## src/rtl/core/rgb2yuv_pkg.sv

```systemverilog
`default_nettype none

package rgb2yuv_pkg;

  // Widths of the configuration registers and the index of each register.
  localparam int unsigned CFG_DIM_W   = 13;
  localparam int unsigned CFG_BPP_W   = 3;
  localparam int unsigned CFG_INDEX_W = 2;
  localparam int unsigned CFG_DATA_W  = 13;

  localparam logic [CFG_INDEX_W-1:0] REG_IMAGE_WIDTH     = 2'd0;
  localparam logic [CFG_INDEX_W-1:0] REG_IMAGE_HEIGHT    = 2'd1;
  localparam logic [CFG_INDEX_W-1:0] REG_BYTES_PER_PIXEL = 2'd2;

  // Reset values of the configuration registers.
  localparam logic [CFG_DIM_W-1:0] RESET_IMAGE_WIDTH     = 13'd640;
  localparam logic [CFG_DIM_W-1:0] RESET_IMAGE_HEIGHT    = 13'd480;
  localparam logic [CFG_BPP_W-1:0] RESET_BYTES_PER_PIXEL = 3'd3;

  // Byte slots of red, green and blue, and the slot of the last byte for three-byte and four-byte pixels.
  localparam logic [1:0] SLOT_RED        = 2'd0;
  localparam logic [1:0] SLOT_GREEN      = 2'd1;
  localparam logic [1:0] SLOT_BLUE       = 2'd2;
  localparam logic [1:0] SLOT_LAST_THREE = 2'd2;
  localparam logic [1:0] SLOT_LAST_FOUR  = 2'd3;

  // Depth of the pixel queue between the front and back parts.
  localparam int unsigned QUEUE_DEPTH = 2;

  // BT.601 coefficient magnitudes; signs are applied in the arithmetic.
  localparam logic [15:0] Y_R_COEF  = 16'd66;
  localparam logic [15:0] Y_G_COEF  = 16'd129;
  localparam logic [15:0] Y_B_COEF  = 16'd25;
  localparam logic [15:0] CB_R_COEF = 16'd38;
  localparam logic [15:0] CB_G_COEF = 16'd74;
  localparam logic [15:0] CB_B_COEF = 16'd112;
  localparam logic [15:0] CR_R_COEF = 16'd112;
  localparam logic [15:0] CR_G_COEF = 16'd94;
  localparam logic [15:0] CR_B_COEF = 16'd18;
  localparam logic [15:0] ROUND_BIAS = 16'd128;
  localparam logic [7:0]  Y_OFFSET   = 8'd16;

  // One gathered pixel with its position flags.
  typedef struct packed {
    logic [7:0] red;
    logic [7:0] green;
    logic [7:0] blue;
    logic       chroma_valid;
    logic       frame_end;
  } pixel_t;

endpackage

`default_nettype wire

```

## src/rtl/core/rgb2yuv_queue.sv

```systemverilog
`default_nettype none

// Short first-in first-out queue of pixels. DEPTH must be a power of two.
module rgb2yuv_queue #(
  parameter int unsigned DEPTH = 2
) (
  input  wire logic                clk,
  input  wire logic                rst_n,
  input  wire logic                push,
  input  wire rgb2yuv_pkg::pixel_t push_data,
  input  wire logic                pop,
  output rgb2yuv_pkg::pixel_t      pop_data,
  output logic                     full,
  output logic                     empty
);

  localparam int unsigned AW = (DEPTH > 1) ? $clog2(DEPTH) : 1;
  localparam int unsigned CW = $clog2(DEPTH + 1);

  rgb2yuv_pkg::pixel_t entry_r [DEPTH];
  logic [AW-1:0] wr_ptr_r, wr_ptr_nxt;
  logic [AW-1:0] rd_ptr_r, rd_ptr_nxt;
  logic [CW-1:0] count_r, count_nxt;

  assign full     = (count_r == CW'(DEPTH));
  assign empty    = (count_r == '0);
  assign pop_data = entry_r[rd_ptr_r];

  // Pointer and fill-count update.
  always_comb begin
    wr_ptr_nxt = push ? wr_ptr_r + AW'(1) : wr_ptr_r;
    rd_ptr_nxt = pop ? rd_ptr_r + AW'(1) : rd_ptr_r;
    count_nxt  = count_r;
    if (push && !pop) begin
      count_nxt = count_r + CW'(1);
    end else if (pop && !push) begin
      count_nxt = count_r - CW'(1);
    end
  end

  always_ff @(posedge clk) begin
    if (!rst_n) begin
      wr_ptr_r <= '0;
      rd_ptr_r <= '0;
      count_r  <= '0;
    end else begin
      wr_ptr_r <= wr_ptr_nxt;
      rd_ptr_r <= rd_ptr_nxt;
      count_r  <= count_nxt;
    end
  end

  // Entry storage needs no reset.
  always_ff @(posedge clk) begin
    if (push) begin
      entry_r[wr_ptr_r] <= push_data;
    end
  end

  // The front never pushes into a full queue, and the back never pops an empty one.
  a_no_push_full: assert property (@(posedge clk) disable iff (!rst_n)
    !(push && full && !pop))
    else $error("queue pushed while full");

  a_no_pop_empty: assert property (@(posedge clk) disable iff (!rst_n)
    !(pop && empty))
    else $error("queue popped while empty");

endmodule

`default_nettype wire

```

## src/rtl/core/rgb2yuv_front.sv

```systemverilog
`default_nettype none

// Gathers pixel bytes, tracks the raster position and classifies each pixel.
module rgb2yuv_front #(
  parameter int unsigned MAX_DIMENSION = 4096
) (
  input  wire logic                                 clk,
  input  wire logic                                 rst_n,
  input  wire logic                                 in_valid,
  output logic                                      in_stall,
  input  wire logic [7:0]                           in_pixel_byte,
  input  wire logic                                 cfg_write,
  input  wire logic [rgb2yuv_pkg::CFG_INDEX_W-1:0]  cfg_index,
  input  wire logic [rgb2yuv_pkg::CFG_DATA_W-1:0]   cfg_data,
  input  wire logic                                 q_full,
  output logic                                      q_push,
  output rgb2yuv_pkg::pixel_t                       q_data
);

  localparam int unsigned DIM_W = (MAX_DIMENSION > 1) ? $clog2(MAX_DIMENSION) : 1;
  localparam int unsigned CMP_W =
    ((DIM_W >= rgb2yuv_pkg::CFG_DIM_W) ? DIM_W : rgb2yuv_pkg::CFG_DIM_W) + 1;

  logic [rgb2yuv_pkg::CFG_DIM_W-1:0] width_r;
  logic [rgb2yuv_pkg::CFG_DIM_W-1:0] height_r;
  logic [rgb2yuv_pkg::CFG_BPP_W-1:0] bpp_r;

  logic [1:0]       slot_r, slot_nxt;
  logic [7:0]       red_r, red_nxt;
  logic [7:0]       green_r, green_nxt;
  logic [7:0]       blue_r, blue_nxt;
  logic [DIM_W-1:0] col_r, col_nxt;
  logic [DIM_W-1:0] row_r, row_nxt;

  logic             accept;
  logic [1:0]       last_slot;
  logic             pixel_done;
  logic [CMP_W-1:0] width_clamp;
  logic [CMP_W-1:0] height_clamp;
  logic             last_col;
  logic             last_row;

  assign in_stall = q_full;
  assign accept   = in_valid && !q_full;

  // Configuration registers.
  always_ff @(posedge clk) begin
    if (!rst_n) begin
      width_r  <= rgb2yuv_pkg::RESET_IMAGE_WIDTH;
      height_r <= rgb2yuv_pkg::RESET_IMAGE_HEIGHT;
      bpp_r    <= rgb2yuv_pkg::RESET_BYTES_PER_PIXEL;
    end else if (cfg_write) begin
      case (cfg_index)
        rgb2yuv_pkg::REG_IMAGE_WIDTH: width_r <= cfg_data;
        rgb2yuv_pkg::REG_IMAGE_HEIGHT: height_r <= cfg_data;
        rgb2yuv_pkg::REG_BYTES_PER_PIXEL: bpp_r <= cfg_data[rgb2yuv_pkg::CFG_BPP_W-1:0];
        default: ;
      endcase
    end
  end

  // Effective frame size: zero acts as one, anything above the maximum as the maximum.
  always_comb begin
    width_clamp = CMP_W'(width_r);
    if (width_clamp == '0) begin
      width_clamp = CMP_W'(1);
    end else if (width_clamp > CMP_W'(MAX_DIMENSION)) begin
      width_clamp = CMP_W'(MAX_DIMENSION);
    end
    height_clamp = CMP_W'(height_r);
    if (height_clamp == '0) begin
      height_clamp = CMP_W'(1);
    end else if (height_clamp > CMP_W'(MAX_DIMENSION)) begin
      height_clamp = CMP_W'(MAX_DIMENSION);
    end
  end

  // Counts at or past their last value end the row or frame.
  assign last_col = CMP_W'(col_r) >= (width_clamp - CMP_W'(1));
  assign last_row = CMP_W'(row_r) >= (height_clamp - CMP_W'(1));

  // Four or more bytes per pixel ends a pixel at slot three, else at slot two.
  assign last_slot  = (bpp_r >= 3'd4) ? rgb2yuv_pkg::SLOT_LAST_FOUR
                                      : rgb2yuv_pkg::SLOT_LAST_THREE;
  assign pixel_done = (slot_r >= last_slot);
  assign q_push     = accept && pixel_done;

  // The word pushed to the queue; blue comes straight from the input byte when the pixel ends at slot two.
  always_comb begin
    q_data.red          = red_r;
    q_data.green        = green_r;
    q_data.blue         = (slot_r == rgb2yuv_pkg::SLOT_BLUE) ? in_pixel_byte : blue_r;
    q_data.chroma_valid = !row_r[0] && !col_r[0];
    q_data.frame_end    = last_col && last_row;
  end

  // Byte gathering and raster position.
  always_comb begin
    slot_nxt  = slot_r;
    red_nxt   = red_r;
    green_nxt = green_r;
    blue_nxt  = blue_r;
    col_nxt   = col_r;
    row_nxt   = row_r;
    if (accept && !pixel_done) begin
      case (slot_r)
        rgb2yuv_pkg::SLOT_RED: red_nxt = in_pixel_byte;
        rgb2yuv_pkg::SLOT_GREEN: green_nxt = in_pixel_byte;
        default: blue_nxt = in_pixel_byte;
      endcase
      slot_nxt = slot_r + 2'd1;
    end else if (accept) begin
      slot_nxt = rgb2yuv_pkg::SLOT_RED;
      if (last_col) begin
        col_nxt = '0;
        row_nxt = last_row ? '0 : row_r + DIM_W'(1);
      end else begin
        col_nxt = col_r + DIM_W'(1);
      end
    end
  end

  always_ff @(posedge clk) begin
    if (!rst_n) begin
      slot_r  <= rgb2yuv_pkg::SLOT_RED;
      red_r   <= '0;
      green_r <= '0;
      blue_r  <= '0;
      col_r   <= '0;
      row_r   <= '0;
    end else begin
      slot_r  <= slot_nxt;
      red_r   <= red_nxt;
      green_r <= green_nxt;
      blue_r  <= blue_nxt;
      col_r   <= col_nxt;
      row_r   <= row_nxt;
    end
  end

  // The last pixel of a frame returns the position to the top-left corner.
  a_frame_wrap: assert property (@(posedge clk) disable iff (!rst_n)
    (q_push && q_data.frame_end) |=> (col_r == '0 && row_r == '0))
    else $error("position did not wrap after frame end");

endmodule

`default_nettype wire

```

## src/rtl/core/rgb2yuv_back.sv

```systemverilog
`default_nettype none

// Converts queued pixels to Y, Cb and Cr in a sum stage and an output register.
module rgb2yuv_back (
  input  wire logic                clk,
  input  wire logic                rst_n,
  input  wire logic                q_empty,
  input  wire rgb2yuv_pkg::pixel_t q_data,
  output logic                     q_pop,
  output logic                     out_valid,
  input  wire logic                out_stall,
  output logic [7:0]               out_luma,
  output logic [7:0]               out_chroma_blue,
  output logic [7:0]               out_chroma_red,
  output logic                     out_chroma_valid,
  output logic                     out_frame_end
);

  typedef struct packed {
    logic [15:0] y_sum;
    logic [15:0] cb_sum;
    logic [15:0] cr_sum;
    logic        chroma_valid;
    logic        frame_end;
  } sums_t;

  sums_t      sums_r, sums_nxt;
  logic       sums_valid_r;
  logic [7:0] luma_r;
  logic [7:0] cb_r;
  logic [7:0] cr_r;
  logic       cvalid_r;
  logic       fend_r;
  logic       out_valid_r;

  logic [15:0] red_w;
  logic [15:0] green_w;
  logic [15:0] blue_w;
  logic        out_adv;
  logic        sums_adv;

  // Pipeline advance: each stage moves when the stage after it frees up.
  assign out_adv  = !out_valid_r || !out_stall;
  assign sums_adv = !sums_valid_r || out_adv;
  assign q_pop    = !q_empty && sums_adv;

  assign red_w   = {8'd0, q_data.red};
  assign green_w = {8'd0, q_data.green};
  assign blue_w  = {8'd0, q_data.blue};

  // Weighted sums. Chroma sums fit 16 bits signed, so wrapping arithmetic is exact.
  always_comb begin
    sums_nxt.y_sum  = red_w * rgb2yuv_pkg::Y_R_COEF + green_w * rgb2yuv_pkg::Y_G_COEF
                    + blue_w * rgb2yuv_pkg::Y_B_COEF + rgb2yuv_pkg::ROUND_BIAS;
    sums_nxt.cb_sum = blue_w * rgb2yuv_pkg::CB_B_COEF - red_w * rgb2yuv_pkg::CB_R_COEF
                    - green_w * rgb2yuv_pkg::CB_G_COEF + rgb2yuv_pkg::ROUND_BIAS;
    sums_nxt.cr_sum = red_w * rgb2yuv_pkg::CR_R_COEF - green_w * rgb2yuv_pkg::CR_G_COEF
                    - blue_w * rgb2yuv_pkg::CR_B_COEF + rgb2yuv_pkg::ROUND_BIAS;
    sums_nxt.chroma_valid = q_data.chroma_valid;
    sums_nxt.frame_end    = q_data.frame_end;
  end

  always_ff @(posedge clk) begin
    if (!rst_n) begin
      sums_valid_r <= 1'b0;
      out_valid_r  <= 1'b0;
    end else begin
      if (sums_adv) begin
        sums_valid_r <= !q_empty;
      end
      if (out_adv) begin
        out_valid_r <= sums_valid_r;
      end
    end
  end

  // Payload registers. Floor division by 256 plus 128 flips the sign bit of the sum.
  always_ff @(posedge clk) begin
    if (q_pop) begin
      sums_r <= sums_nxt;
    end
    if (out_adv && sums_valid_r) begin
      luma_r   <= sums_r.y_sum[15:8] + rgb2yuv_pkg::Y_OFFSET;
      cb_r     <= sums_r.chroma_valid ? {~sums_r.cb_sum[15], sums_r.cb_sum[14:8]} : 8'd0;
      cr_r     <= sums_r.chroma_valid ? {~sums_r.cr_sum[15], sums_r.cr_sum[14:8]} : 8'd0;
      cvalid_r <= sums_r.chroma_valid;
      fend_r   <= sums_r.frame_end;
    end
  end

  assign out_valid        = out_valid_r;
  assign out_luma         = luma_r;
  assign out_chroma_blue  = cb_r;
  assign out_chroma_red   = cr_r;
  assign out_chroma_valid = cvalid_r;
  assign out_frame_end    = fend_r;

  // A word without chroma carries zero in both chroma fields.
  a_chroma_zero: assert property (@(posedge clk) disable iff (!rst_n)
    (out_valid_r && !cvalid_r) |-> (cb_r == 8'd0 && cr_r == 8'd0))
    else $error("chroma fields nonzero without chroma");

endmodule

`default_nettype wire

```

## src/rtl/core/rgb_to_yuv420_converter_unit.sv

```systemverilog
`default_nettype none

// Channel  Direction  Handshake            Word
// in_      input      in_valid / in_stall  in_pixel_byte, one byte of interleaved pixel data
// out_     output     out_valid/out_stall  luma, chroma_blue, chroma_red, chroma_valid, frame_end
// cfg_     input      cfg_valid/cfg_ready  cfg_index selects register, cfg_data is written
//
// One input byte is taken every cycle while in_stall is low; a pixel result follows every three or four bytes.
// After its last byte, a result passes through the queue, the sum stage and the output register.
// in_stall rises only when the two-entry pixel queue is full under output back-pressure.
// Synchronous reset sets width 640, height 480, three bytes per pixel and the raster to origin.
// cfg_ready is always high; no clearing pass follows reset.
module rgb_to_yuv420_converter_unit #(
  parameter int unsigned MAX_DIMENSION = 4096
) (
  input  wire logic                                clk,
  input  wire logic                                rst_n,
  input  wire logic                                in_valid,
  output logic                                     in_stall,
  input  wire logic [7:0]                          in_pixel_byte,
  output logic                                     out_valid,
  input  wire logic                                out_stall,
  output logic [7:0]                               out_luma,
  output logic [7:0]                               out_chroma_blue,
  output logic [7:0]                               out_chroma_red,
  output logic                                     out_chroma_valid,
  output logic                                     out_frame_end,
  input  wire logic                                cfg_valid,
  output logic                                     cfg_ready,
  input  wire logic [rgb2yuv_pkg::CFG_INDEX_W-1:0] cfg_index,
  input  wire logic [rgb2yuv_pkg::CFG_DATA_W-1:0]  cfg_data
);

  logic                q_push;
  logic                q_pop;
  logic                q_full;
  logic                q_empty;
  rgb2yuv_pkg::pixel_t q_wr_data;
  rgb2yuv_pkg::pixel_t q_rd_data;

  assign cfg_ready = 1'b1;

  // Front part: byte gathering, position and configuration.
  rgb2yuv_front #(
    .MAX_DIMENSION(MAX_DIMENSION)
  ) u_front (
    .clk           (clk),
    .rst_n         (rst_n),
    .in_valid      (in_valid),
    .in_stall      (in_stall),
    .in_pixel_byte (in_pixel_byte),
    .cfg_write     (cfg_valid && cfg_ready),
    .cfg_index     (cfg_index),
    .cfg_data      (cfg_data),
    .q_full        (q_full),
    .q_push        (q_push),
    .q_data        (q_wr_data)
  );

  // Pixel queue between the two parts.
  rgb2yuv_queue #(
    .DEPTH(rgb2yuv_pkg::QUEUE_DEPTH)
  ) u_queue (
    .clk       (clk),
    .rst_n     (rst_n),
    .push      (q_push),
    .push_data (q_wr_data),
    .pop       (q_pop),
    .pop_data  (q_rd_data),
    .full      (q_full),
    .empty     (q_empty)
  );

  // Back part: color conversion and output register.
  rgb2yuv_back u_back (
    .clk              (clk),
    .rst_n            (rst_n),
    .q_empty          (q_empty),
    .q_data           (q_rd_data),
    .q_pop            (q_pop),
    .out_valid        (out_valid),
    .out_stall        (out_stall),
    .out_luma         (out_luma),
    .out_chroma_blue  (out_chroma_blue),
    .out_chroma_red   (out_chroma_red),
    .out_chroma_valid (out_chroma_valid),
    .out_frame_end    (out_frame_end)
  );

endmodule

`default_nettype wire
```

## config.mk

```make
export PLATFORM = sky130hd
export DESIGN_NAME = rgb_to_yuv420_converter_unit
export DESIGN_NICKNAME = d
export VERILOG_FILES = /design/src/rtl/core/rgb2yuv_pkg.sv /design/src/rtl/core/rgb2yuv_queue.sv /design/src/rtl/core/rgb2yuv_front.sv /design/src/rtl/core/rgb2yuv_back.sv /design/src/rtl/core/rgb_to_yuv420_converter_unit.sv
export SDC_FILE = /design/constraint.sdc
export NUM_CORES = 1
export LEC_CHECK = 0
export BUFFER_PORTS_ARGS = -buffer_cell sky130_fd_sc_hd__buf_2
export CORE_AREA = 2 2 169 171
export DETAILED_ROUTE_END_ITERATION = 8
export DIE_AREA = 0 0 171 173
export GPL_ROUTABILITY_DRIVEN = 0
export HOLD_SLACK_MARGIN = 0.06
export PLACE_DENSITY_LB_ADDON = 0.05
export SYNTH_ARGS = -nofsm -noshare
export SYNTH_HDL_FRONTEND = slang
export SYNTH_SLANG_ARGS = --single-unit
```

## constraint.sdc

```tcl
create_clock -name clk -period 6.6 [get_ports clk]
set_clock_uncertainty 0.1 [all_clocks]
set_input_delay 0.33 -clock clk [delete_from_list [all_inputs] [get_ports clk]]
set_output_delay 0.33 -clock clk [all_outputs]
set_load 0.01 [all_outputs]
```

* Yosys cells after proc, flatten, opt, wreduce, memory -nomap -nowiden
Memories as Yosys holds them, arrays and structs flattened. A register that Yosys moved wholly into a read port is not among the register bits.
Index checks and enable logic that the tools add are counted.
** Storage, ports and cells
- Register bits after elaboration :: 161
- Input port bits :: 28
- Word-level logic and storage cells :: 121
- Output and inout port bits :: 29
- Memories kept :: 1
- Memory bits (writable) :: 52
** Operators by class
- Multiplexer cells :: 16
- Multipliers :: 9
- Reductions and logical operators :: 37
- $add $sub $neg :: 19
- Equal/unequal tests :: 5
- Order comparisons :: 6
- Bitwise operators :: 4
** Memory list
- u_queue.entry_r :: words 2, bits a word 26, rd ports 1, clocked after memory_dff 1, wr ports 1, line rgb2yuv_queue.sv:20 : rgb2yuv_pkg::pixel_t entry_r [DEPTH];
** Operators with widths (number)
- 16-bit subtractor :: 4
- 16-bit by 8-bit adder with 16-bit output, second input constant :: 3
- 8-bit by 6-bit multiplier with 14-bit output, second input constant :: 3
- 16-bit adder :: 2
- 12-bit by 14-bit >= comparator with 1-bit output :: 2
- 14-bit two-way mux :: 2
- 14-bit by 1-bit subtractor with 14-bit output, second input constant :: 2
- 13-bit greater-than comparator, second input constant :: 2
- 13-bit logical NOT :: 2
- 8-bit by 5-bit multiplier with 13-bit output, second input constant :: 2
- 13-bit two-way mux :: 2
- 12-bit by 1-bit adder with 12-bit output, second input constant :: 2
- 12-bit two-way mux :: 2
- 8-bit by 3-bit multiplier with 11-bit output, second input constant :: 2
- 8-bit by 8-bit multiplier with 16-bit output, second input constant :: 1
- 2-bit AND reduction :: 7
- 8-bit by 4-bit multiplier with 12-bit output, second input constant :: 1
- 1-bit logical NOT :: 10
- 1-bit logical AND :: 9
- 8-bit by 5-bit adder with 8-bit output, second input constant :: 1
- 2-bit two-way mux :: 4
- 8-bit two-way mux :: 1
- 2-bit equality test, second input constant :: 3
- 2-bit logical NOT :: 3
- other kinds (12) :: 24

* Depth between registers and ports, before layout
- Word-level depth :: 8
- Gate-level depth with buffers :: 29
- Mapped depth without buffers :: 26

* Hierarchy
Synthesis repeated with hierarchy kept, for this count alone.
** Second synthesis, totals
- Cells, all modules :: 1540
- Area total of the unflattened synthesis :: 15723.8 µm²
** By module, submodules not included
- rgb2yuv_back :: cells each 870, seq. area each 1601.5 µm², instances 1, area each 8962.3 µm²
- rgb2yuv_front :: cells each 565, seq. area each 1541.5 µm², instances 1, area each 4657.0 µm²
- rgb2yuv_queue :: cells each 103, seq. area each 1661.6 µm², instances 1, area each 2093.3 µm²
- rgb_to_yuv420_converter_unit :: cells each 2, seq. area each 0.0 µm², instances 1, area each 11.3 µm²

* Worst setup path after synthesis
Ideal clock, no wire load.
- Path kind :: reg2reg
- Start :: register with a tool-made name
- End :: register u_back.sums_r[17] (netlist bit) (data pin)
- Arrival time :: 6.573 ns
- Buffers on the path :: 3
- Library setup time :: 0.263 ns
- Stages on the path, launching flop included :: 24
- Clock period less this slack :: 6.935 ns
- Data required time :: 6.237 ns
- Setup slack :: -0.335 ns
- Cell sequence :: dfxtp_1 -> buf_2 -> buf_1 -> clkbuf_1 -> mux2i_1 -> inv_1 -> fa_1 -> inv_1 -> fa_1 -> fa_1 -> inv_1 -> ha_1 -> inv_1 -> o21bai_1 -> a2111oi_0 -> nor2_1 -> xnor2_1 -> fa_1 -> ha_1 -> ha_1 -> a21oi_1 -> a31oi_1 -> a311oi_1 -> xnor2_1
** RTL lines
- end signal: assignment :: line rgb2yuv_back.sv:80 : sums_r <= sums_nxt;
- end: declaration :: line rgb2yuv_back.sv:27 : sums_t sums_r, sums_nxt;

==> metrics <==
Reg2Reg Depth=22; Top FF cell, synth=edfxtp_1; routed len/inst=between 15 and 20 um; core area=27630 um2; syn_nets=between 1500 and 2000; starting density of the core=between 50% and 60%; Worst-Margin Slew=~1.3 ns; final cycle utilization of the critical path=94.98%; drt pass-1 iters=5; H-tree levels=4; IO Port Bufs=55; gr ovfl total=0; Area after DPL=approximately 16000 um2; worst-path fanout max=15; die area=29580 um2; worst min path class=in2reg; clock tree buffer depth=2; Sink Count=188; number of DRC markers in iteration 0=between 500 and 600; drt via density=about 5.3; share of Yosys cell area claimed by the top area cell type=between 20% and 30%; Hold Crit Start=in_pixel_byte[4]; DR DRC count=0; slew margin rel.=between 10% and 20%; first-pass GRT wire length=between 50000 and 60000 um; RR Endpoint=u_back.sums_r[49]$_DFFE_PP_; DRT Wirelength=32650 um; Root Buffer=clkbuf_16; Max Freq=roughly 0.16 GHz; max-slew violations=0; most frequent cells in the layout=ha_1 (271), inv_1 (214), nand2_1 (115); CP Capture Type=flop; max cap viols=0; number of synthesized flops with an enable pin=between 100 and 150; pin count of the biggest net entering global routing=66; initial antenna violation count=0; synth unique cells=68; Crit Path Category=reg2reg; Critical Path RT=roughly 6.7 ns; critical path startpoint category=flop; area delta synth->final=10.81%; Period minus WS final=about 6.3 ns; number of global-route vias before repair=around 10000; Worst-path clk slew=around 0.080 ns; Worst path slowest cell=fa_1; end of the worst hold path=u_front.red_r[4]$_SDFFE_PN0P_; Routed Antenna Nets=0; commonest non-fill, non-tap cell in the layout=ha_1; chip height=roughly 170 um; cts bufs inserted=17; Data arrival, critical path=6.34 ns; Min-Delay Path Depth=3; asr flop ratio synth=0%; R2R Setup Slk=0.33 ns; IO Pins=57; Synth area leader=ha_1; # rows=61; share of cells above drive strength 1=between 10 and 15%; Synth area leaders=ha_1 (22%), edfxtp_1 (20%), dfxtp_1 (11%); die width=roughly 170 um; Mapped Avg Cell Area=approximately 10 um2; slowest cell delay on critical path=~0.55 ns; final instance area=between 15000 and 20000 um2; CP Cell Sequence=buf_12 -> mux2_2 -> ha_1 -> ha_1 -> fa_1 -> ha_1 -> a21oi_2 -> o21bai_1 -> a21oi_2 -> xnor2_1 -> fa_1 -> inv_1 -> fa_1 -> fa_1 -> inv_1 -> ha_1 -> and3_1 -> a32oi_1 -> a21oi_1 -> a21oi_2 -> o21bai_1 -> xnor2_1; final setup fails=0; net count reported at finish=~2000; Yosys Warn Count=0; Post-Synthesis Cells=about 1500; number of diodes=0; via count=approximately 11000; WP buf/inv=3; Setup Buffers After CTS=0; status=finished, final reports clean; register area share after synthesis=about 31%; GRT Total Usage=between 20% and 30%; DP HPWL=around 26000 um; final hold vios=0; delay-heaviest family, CP=adder cells; clock insertion delay at the later pin of the skew report=around 0.43 ns; CTS tree=done; flop and latch count out of synthesis=approximately 190; Post-Synthesis Cell Area=15390 um2
## routing by layer
metal	global-route usage [%]	wire length, um	up-vias
li1	-	-	5443
met1	32.58	15970	5046
met2	36.84	15080	165
met3	3.044	941	39
met4	5.473	654	0
met5	0	0	-
## what timing repair did
action | in CTS | in global routing
endpoints found under the hold margin | 25 | 0
resized for setup | 0 | 9
setup endpoints to repair | 0 | 5
hold buffers | 14 | 0
## registers in the layout, indices dropped and copies added, names as in the netlist, 12 cells and up, named ones only
signal / cells
u_front.col_r: 12
u_back.sums_r: 26
u_queue.entry_r: 52
u_front.width_r: 13
u_front.height_r: 13
u_front.row_r: 12
## cells by family after synthesis
family                   synth area share, %
flip-flops                             31.22
adder cells (fa/ha/maj)                32.44
other                                0.02437
buffers and inverters                  6.286
AO/OA/AOI/OAI                          9.920
multiplexers                           3.147
AND/OR/NAND/NOR                        11.38
XOR/XNOR                               5.578
## worst reg2reg max path, cell delays in order (launching register included)
cell and delay [ns]:
dfxtp_1 0.39, buf_12 0.18, mux2_2 0.39, ha_1 0.31, ha_1 0.31, fa_1 0.46
ha_1 0.36, a21oi_2 0.18, o21bai_1 0.10, a21oi_2 0.18, xnor2_1 0.10, fa_1 0.51
inv_1 0.06, fa_1 0.50, fa_1 0.55, inv_1 0.04, ha_1 0.34, and3_1 0.16
a32oi_1 0.23, a21oi_1 0.15, a21oi_2 0.19, o21bai_1 0.10, xnor2_1 0.13
## synthesized netlist by cell type, types with 4 or more instances
cell / count
nand4_1: 5
nand3_1: 49
nand2_1: 115
nor2b_1: 16
a21o_1: 20
and2_1: 19
or3_1: 5
edfxtp_1: 104
o21ai_1: 14
ha_1: 271
o21bai_1: 12
a31oi_1: 7
fa_1: 80
buf_2: 4
a211oi_1: 10
xor2_1: 30
and3_1: 12
xnor2_1: 68
o21a_1: 15
o21ai_0: 24
a32oi_1: 5
buf_1: 4
nand4b_1: 4
a21oi_1: 111
mux2_2: 19
o31ai_1: 4
nand2b_1: 8
mux2i_1: 27
nor2_1: 59
nor3_1: 19
inv_1: 215
or4_1: 4
dfxtp_1: 84
nor2_4: 10
clkbuf_1: 22
## final cells by class
| type | instances | area, um2 |
|---|---|---|
| clock buffers | 19 | 442.9 |
| clock inverters | 13 | 126.4 |
| fillers | 2381 | 10580 |
| inverters | 217 | 814.5 |
| multi-input cells | 1090 | 9668 |
| flip-flops and latches | 188 | 4805 |
| well taps | 378 | 473.0 |
| repair buffers | 108 | 720.7 |
## metrics by stage
stage               utilization (%)  hold WS, ns  std cells  setup slack, ns  TNS (ns)
finish                        61.71      0.08328       2013           0.3316         0
global route                  61.71      0.07869       2013        -0.008612  -0.01557
CTS                           61.59      0.06002       2013           0.1213         0
detailed placement            59.03       0.3054       1967           0.1662         0
global placement              59.03       0.3113       1967           0.2533         0
floorplan                         -       0.3003       1528          0.02032         0
## worst max-delay path by stage
stage               slack [ns]  start  depth (start not counted)                           to
detailed placement        0.17   flop                         23  u_back.sums_r[49]$_DFFE_PP_
finish                    0.33   flop                         22  u_back.sums_r[49]$_DFFE_PP_
global placement          0.25   flop                         22  u_back.sums_r[16]$_DFFE_PP_
floorplan                 0.02   flop                         23  u_back.sums_r[17]$_DFFE_PP_
CTS                       0.12   flop                         23  u_back.sums_r[49]$_DFFE_PP_
global route            -0.009   flop                         21  u_back.sums_r[17]$_DFFE_PP_
Power is left out: the tool's default activity adds up to more than one toggle a clock period on the data nets, which glitch-free logic cannot reach.
